## config.mk

```make
export PLATFORM = sky130hd
export DESIGN_NAME = tia_mul64
export DESIGN_NICKNAME = d
export VERILOG_FILES = /design/src/hw/rtl/typed_integer_alu_unit_assert.svh /design/src/hw/rtl/tia_pkg.sv /design/src/hw/rtl/tia_mul64.sv
export SDC_FILE = /design/constraint.sdc
export NUM_CORES = 2
export LEC_CHECK = 0
export BUFFER_PORTS_ARGS = -buffer_cell sky130_fd_sc_hd__buf_4
export CAP_MARGIN = 20
export CORE_ASPECT_RATIO = 1.4
export CORE_MARGIN = 2
export CORE_UTILIZATION = 65
export DETAILED_ROUTE_END_ITERATION = 8
export PLACE_DENSITY = 0.84
export SKIP_CTS_REPAIR_TIMING = 1
export SYNTH_ARGS = -nofsm -noshare
export SYNTH_HDL_FRONTEND = slang
export SYNTH_SLANG_ARGS = --single-unit
```

## constraint.sdc

```tcl
create_clock -name clock -period 12.4 [get_ports clock]
set_input_delay 1.24 -clock clock [delete_from_list [all_inputs] [get_ports clock]]
set_output_delay 1.24 -clock clock [all_outputs]
set_load 0.02 [all_outputs]
```

## src/hw/rtl/typed_integer_alu_unit_assert.svh

```systemverilog
// Assertion macros used by the typed integer ALU unit.
`ifndef TYPED_INTEGER_ALU_UNIT_ASSERT_SVH
`define TYPED_INTEGER_ALU_UNIT_ASSERT_SVH

// A condition that must hold at every clock edge out of reset.
`define TIA_ASSERT_ALWAYS(lbl, cond) \
   lbl: assert property (@(posedge clock) disable iff (reset) (cond)) \
      else $error("check failed");

// An implication checked in the same cycle.
`define TIA_ASSERT_IMPLY(lbl, ante, cons) \
   lbl: assert property (@(posedge clock) disable iff (reset) (ante) |-> (cons)) \
      else $error("check failed");

// An implication whose consequent is checked in the next cycle.
`define TIA_ASSERT_NEXT(lbl, ante, cons) \
   lbl: assert property (@(posedge clock) disable iff (reset) (ante) |=> (cons)) \
      else $error("check failed");

`endif

```

## src/hw/rtl/tia_pkg.sv

```systemverilog
// ----------------------------------------------------------------------------
// tia_pkg
// Shared codes, types and helper functions of the typed integer ALU.
// ----------------------------------------------------------------------------
package tia_pkg;

   // Operation codes.
   localparam logic [4:0] FN_ADD = 5'd0;
   localparam logic [4:0] FN_SUB = 5'd1;
   localparam logic [4:0] FN_MUL = 5'd2;
   localparam logic [4:0] FN_DIV = 5'd3;
   localparam logic [4:0] FN_MOD = 5'd4;
   localparam logic [4:0] FN_POW = 5'd5;
   localparam logic [4:0] FN_LT  = 5'd6;
   localparam logic [4:0] FN_GT  = 5'd7;
   localparam logic [4:0] FN_LE  = 5'd8;
   localparam logic [4:0] FN_GE  = 5'd9;
   localparam logic [4:0] FN_EQ  = 5'd10;
   localparam logic [4:0] FN_NE  = 5'd11;
   localparam logic [4:0] FN_AND = 5'd12;
   localparam logic [4:0] FN_OR  = 5'd13;
   localparam logic [4:0] FN_NEG = 5'd14;
   localparam logic [4:0] FN_INC = 5'd15;
   localparam logic [4:0] FN_DEC = 5'd16;
   localparam logic [4:0] FN_NOT = 5'd17;

   // Type codes.
   localparam logic [3:0] TY_NULL = 4'd0;
   localparam logic [3:0] TY_BOOL = 4'd1;
   localparam logic [3:0] TY_U8   = 4'd2;
   localparam logic [3:0] TY_U16  = 4'd3;
   localparam logic [3:0] TY_U32  = 4'd4;
   localparam logic [3:0] TY_U64  = 4'd5;
   localparam logic [3:0] TY_I8   = 4'd6;
   localparam logic [3:0] TY_I16  = 4'd7;
   localparam logic [3:0] TY_I32  = 4'd8;
   localparam logic [3:0] TY_I64  = 4'd9;

   // Error codes.
   localparam logic [1:0] ERR_OK      = 2'd0;
   localparam logic [1:0] ERR_TYPES   = 2'd1;
   localparam logic [1:0] ERR_OPTYPE  = 2'd2;
   localparam logic [1:0] ERR_DIVZERO = 2'd3;

   // Request to the shared multiplier.
   typedef struct packed {
      logic        start;
      logic [63:0] op_a;
      logic [63:0] op_b;
   } mul_req_type;

   // Status and product from the shared multiplier.
   typedef struct packed {
      logic        busy;
      logic        done;
      logic [63:0] product;
   } mul_rsp_type;

   function automatic logic is_int(logic [3:0] t);
      return (t >= TY_U8) && (t <= TY_I64);
   endfunction

   function automatic logic is_signed(logic [3:0] t);
      return (t >= TY_I8) && (t <= TY_I64);
   endfunction

   // Canonical 64-bit form of a value of type t.
   function automatic logic [63:0] canon(logic [3:0] t, logic [63:0] v);
      logic [63:0] r;
      logic        sg;
      sg = is_signed(t);
      case (t)
         TY_NULL:      r = 64'd0;
         TY_BOOL:      r = {63'd0, v[0]};
         TY_U8, TY_I8: r = {{56{sg & v[7]}}, v[7:0]};
         TY_U16, TY_I16: r = {{48{sg & v[15]}}, v[15:0]};
         TY_U32, TY_I32: r = {{32{sg & v[31]}}, v[31:0]};
         default:      r = v;
      endcase
      return r;
   endfunction

endpackage

```

## src/hw/rtl/tia_mul64.sv

```systemverilog
// ----------------------------------------------------------------------------
// tia_mul64
// Low 64 bits of a 64 by 64 product from one shared 32 by 32 multiplier.
// ----------------------------------------------------------------------------
module tia_mul64 (
   input  logic                 clock,
   input  logic                 reset,
   input  tia_pkg::mul_req_type mul_req,
   output tia_pkg::mul_rsp_type mul_rsp
);

   typedef enum logic [2:0] {
      PH_IDLE, PH_LL, PH_LH, PH_HL, PH_SUM
   } phase_type;

   phase_type   phase_ff, phase_in;
   logic        done_ff, done_in;
   logic [63:0] a_ff, a_in, b_ff, b_in;
   logic [63:0] mult_ff, mult_in;
   logic [63:0] acc_ff, acc_in;
   logic [31:0] mx, my;

   // Operand selection for the shared multiplier, one partial product a cycle.
   always_comb begin
      mx = a_ff[31:0];
      my = b_ff[31:0];
      case (phase_ff)
         PH_LH:   my = b_ff[63:32];
         PH_HL:   mx = a_ff[63:32];
         default: ;
      endcase
      mult_in = 64'(mx) * 64'(my);
   end

   // Sequencer and accumulation.
   always_comb begin
      phase_in = phase_ff;
      done_in  = 1'b0;
      a_in     = a_ff;
      b_in     = b_ff;
      acc_in   = acc_ff;
      case (phase_ff)
         PH_IDLE: begin
            if (mul_req.start) begin
               a_in     = mul_req.op_a;
               b_in     = mul_req.op_b;
               phase_in = PH_LL;
            end
         end
         PH_LL: phase_in = PH_LH;
         PH_LH: begin
            acc_in   = mult_ff;
            phase_in = PH_HL;
         end
         PH_HL: begin
            acc_in   = acc_ff + {mult_ff[31:0], 32'd0};
            phase_in = PH_SUM;
         end
         PH_SUM: begin
            acc_in   = acc_ff + {mult_ff[31:0], 32'd0};
            done_in  = 1'b1;
            phase_in = PH_IDLE;
         end
         default: phase_in = PH_IDLE;
      endcase
   end

   always_ff @(posedge clock) begin
      if (reset) begin
         phase_ff <= PH_IDLE;
         done_ff  <= 1'b0;
      end else begin
         phase_ff <= phase_in;
         done_ff  <= done_in;
      end
      a_ff    <= a_in;
      b_ff    <= b_in;
      mult_ff <= mult_in;
      acc_ff  <= acc_in;
   end

   assign mul_rsp.busy    = (phase_ff != PH_IDLE);
   assign mul_rsp.done    = done_ff;
   assign mul_rsp.product = acc_ff;

endmodule
```

## Word level (Yosys, flattened, before mapping)

Index checks and enable logic that the tools add are counted.

| word-level totals | value |
|---|---|
| input port bits | 131 |
| output and inout port bits | 66 |
| word-level logic and storage cells | 24 |
| register bits after elaboration | 260 |

| operators by class | value |
|---|---|
| reduce and logical (&&, ||, !) cells | 5 |
| eq/ne operators | 5 |
| multiply operators | 1 |
| mux-type cells | 6 |
| add/subtract/negate cells | 1 |

Operators by type and width:

| cell | number |
|---|---|
| $pmux W64 S2 | 1 |
| $add A64 B64 Y64 | 1 |
| $mul A32 B32 Y64 | 1 |
| $mux W32 | 2 |
| $pmux W3 S4 | 1 |
| $eq A3 B2 Y1 const B | 2 |
| $eq A3 B1 Y1 const B | 1 |
| $eq A3 B3 Y1 const B | 1 |
| $logic_not A3 Y1 | 1 |
| $mux W3 | 1 |
| $reduce_bool A3 Y1 | 1 |
| $ne A2 B2 Y1 const B | 1 |
| $reduce_and A2 Y1 | 1 |
| $reduce_bool A2 Y1 | 1 |
| $reduce_or A2 Y1 | 1 |
| $mux W1 | 1 |

## Logic depth before layout (Yosys ltp)

| depth | value |
|---|---|
| depth after elaboration | 3 |
| gate-level depth with buffers | 36 |
| gate-level depth less buffers | 31 |

## Worst setup path after synthesis

OpenSTA, ideal clock, no wires.

| path | value |
|---|---|
| kind | register to register |
| start | reg phase_ff[0] |
| end | reg mult_ff[58] |
| path slack | 3244 ps |
| setup time | 127 ps |
| arrival time | 9030 ps |
| period minus slack after synthesis | 9156 ps |
| data required time | 12273 ps |
| stages on the path, launching flop included | 31 |
| path buffers | 5 |
| cells stage by stage | dfxtp_1 clkbuf_1 nor3b_1 buf_2 buf_1 clkbuf_1 mux2_2 nand2_1 fa_1 fa_1 fa_1 fa_1 inv_1 fa_1 inv_1 fa_1 fa_1 fa_1 inv_1 ha_1 clkbuf_1 a21oi_1 o21ai_0 nor2_1 and4bb_1 nor2_4 o31ai_2 o21ai_2 a31oi_2 o21ai_0 xor2_1 |

| between the ends | value |
|---|---|
| word-level cells in the longest chain between the ends | 3 |
| elaborated cells between the ends (all ways) | 5 |
| those cells by class | mul (1); eq/ne (2); mux (2) |

RTL lines:

| what | RTL line | RTL |
|---|---|---|
| from (decl) | tia_mul64.sv:16 | `phase_type phase_ff, phase_in;` |
| from (signal assigned) | tia_mul64.sv:73 | `phase_ff <= phase_in;` |
| $eq A3 B2 Y1 | tia_mul64.sv:27 | `case (phase_ff)` |
| $mux W32 | tia_mul64.sv:27 |  |
| $mul A32 B32 Y64 * | tia_mul64.sv:32 | `mult_in = 64'(mx) * 64'(my);` |
| via mult_in[58] | tia_mul64.sv:19 | `logic [63:0] mult_ff, mult_in;` |
| to (signal assigned) | tia_mul64.sv:78 | `mult_ff <= mult_in;` |
| to (decl) | tia_mul64.sv:19 |  |

The timed path passes the listed nets; every way through them passes the cells marked *.
A chain may end at the register's enable or synchronous reset.

## Final worst setup path

| path | value |
|---|---|
| start | reg phase_ff[2] |
| end | reg mult_ff[60] |

Same word-level chain as after synthesis.

==> qor.csv <==
metric,value,unit
relative slew slack,0.242,
1st-pass router iterations,6,
"Top cell by count, worst path",fa_1,
max cap viols,0,
count of different cell masters after synthesis,71,
WS Path Type,reg -> reg,
critical path's largest stage delay,0.99,ns
drt drc,0,
Mapped Area,0.0423,mm2
multi-input combinational cell area,0.0314,mm2
"Seq/Total Area, Yosys",0.169,
Starting DRT DRC Count,3276,
area fraction of the dominant cell type after synthesis,0.425,
vias in the first global route,35100,
number of flops mapped to enable cells by yosys,192,
layout overhead on the synthesized area,7.98,%
maximum operating frequency,0.101,GHz
Cell Rows,110,
CTS Buffer Depth,3,
period utilization,0.799,
I/O pin count,197,
die width,220,um
grt total ovfl,0,
setup ws final,2.50,ns
Clock Latency Late Sink,0.58,ns
worst path required time,12.85,ns
syn nets,5682,
initial antenna violation count,5,
largest net degree at the start of global routing,93,
syn_area_per_cell,9.70,um2
Num CTS Buffers,25,
"Top FF cell, synth",edfxtp_1,
GP Congestion,1.05,
die area,0.0672,mm2
layout cell share with drive strength beyond 1,0.0949,
Final setup viols,0,
asr flop ratio synth,0,
CTS root buf,clkbuf_16,
final-report max-slew violation count,0,
RSZ-0062 raised after global routing,false,
die height,306,um
most frequent cells in the layout,"fa_1, inv_1, nor2_1",
register area,0.00713,mm2
Worst Path Arrival,10.35,ns
Tightest Hold Check Type,reg -> reg,
Worst Max-Slew Pin Slew,1.11,ns
Yosys warnings,0,
wire length per cell,25.1,um
port buffer count,196,
Critical-path top delay cell,mux2i_4,
remaining antenna violation count,0,
Initial Util,0.657,
CTS tree,yes,
first-pass GRT wire length,200,mm
leading area contributor after synthesis,fa_1,
Seq cells post-synth,260,
setup TNS,0,ns
Worst Setup Start Kind,flop,
area of the core,0.0644,mm2
"Clk pin slew, worst setup/hold paths",0.07,ns
Synth area leaders,"fa_1, edfxtp_1, ha_1",
GRT Overall Usage,0.409,
Clock Skew,0.0210,ns
Post-DP HPWL,102,mm
final WL,133,mm
final hold violations,0,
# H-tree levels,1,
Final #Nets,5770,
Tmin final,9.90,ns
# fillers,4703,
routed vias/inst,6.13,
Via Count,32600,
Num Clock Sinks,260,
pre-CTS worst setup slack,2.75,ns
critical-path maximum fanout,40,
"commonest non-fill, non-tap cell in the layout",fa_1,
Setup crit end kind,flop,
cell count after synthesis,4360,
status,"complete, no violations",
[per-stage QoR]
stage,instance area (um2),hold slack [ns],utilization,std cells
3_3_place_gp,44800,0.484,0.696,5259
6_report,45700,0.504,0.709,5309
5_1_grt,45700,0.544,0.709,5307
2_1_floorplan,42300,0.478,-,4360
4_1_cts,45600,0.506,0.708,5305
3_5_place_dp,44800,0.491,0.696,5259
[critical path: cells and delay by family, from the launching register on]
| kind | cells | cell delay [ns] |
|---|---|---|
| fa+ha+maj | 9 | 4.30 |
| flops | 1 | 0.52 |
| mux | 1 | 0.99 |
| compound gates | 7 | 1.75 |
| buf+inv | 5 | 0.78 |
| simple gates | 3 | 1.21 |
| xor+xnor | 1 | 0.16 |
[cell usage after synthesis, types with 4 or more instances]
master	instances
buf_2	6
nand2b_1	8
nand2_1	533
xor2_1	36
clkbuf_1	173
a211oi_1	6
and2_1	45
buf_1	14
dfxtp_1	68
o211ai_1	4
inv_1	875
a21oi_1	95
a31o_2	4
ha_1	294
edfxtp_1	192
nor2b_1	12
a21o_1	56
nor2_1	605
nand4_1	25
o31ai_1	7
xnor2_1	52
and3_1	9
o21bai_1	13
nand3_1	14
o21ai_0	83
a31oi_1	13
o21a_1	8
nor4_1	4
fa_1	897
nor3_1	14
mux2i_1	62
mux2_2	70
[per-layer routing]
metal,routed length [um],global-route usage,vias to the layer above
li1,-,-,13400
met1,40600,0.453,15900
met2,61100,0.652,2355
met3,17500,0.136,893
met4,14100,0.312,4
met5,29,0,-
[final timing paths]
kind	startpoint	end	slack [ns]	depth (start not counted)
setup / recovery	phase_ff[2]$_SDFFE_PP0P_	mult_ff[60]$_DFF_P_	2.50	26
hold / removal	mult_ff[49]$_DFF_P_	acc_ff[49]$_DFFE_PP_	0.50	2
hold reg to reg	mult_ff[49]$_DFF_P_	acc_ff[49]$_DFFE_PP_	0.50	2
setup reg to reg	phase_ff[2]$_SDFFE_PP0P_	mult_ff[60]$_DFF_P_	2.50	26
[cell families (layout without fill, tap and decap cells)]
group | Yosys count | count (layout) | synth area share
adders and majority gates | 1191 | 1191 | 0.512
and+or+nand+nor | 1287 | 1287 | 0.123
buffers and inverters | 1069 | 1176 | 0.0951
other | 0 | 2 | 0
DFF | 260 | 260 | 0.169
xor gates and xnor gates | 88 | 88 | 0.0182
muxes | 132 | 132 | 0.0333
AOI/OAI and AO/OA | 333 | 333 | 0.0504
[state kept, by name, indices dropped and copies added (netlist names)]
signal	cells
done_ff	1
mult_ff	64
acc_ff	64
phase_ff	3
a_ff	64
b_ff	64
[area by class of cell]
type	instances	area share
multi-input combinational	3031	0.688
sequential	260	0.156
inverter	875	0.0719
timing repair buffer	255	0.0428
tap	840	0.0230
clock buffer	31	0.0144
clock inverter	15	0.00326
antenna	2	0.000110
Power is not shown: default switching activity piles up to over one toggle a cycle in this logic, so the estimate is an artifact.
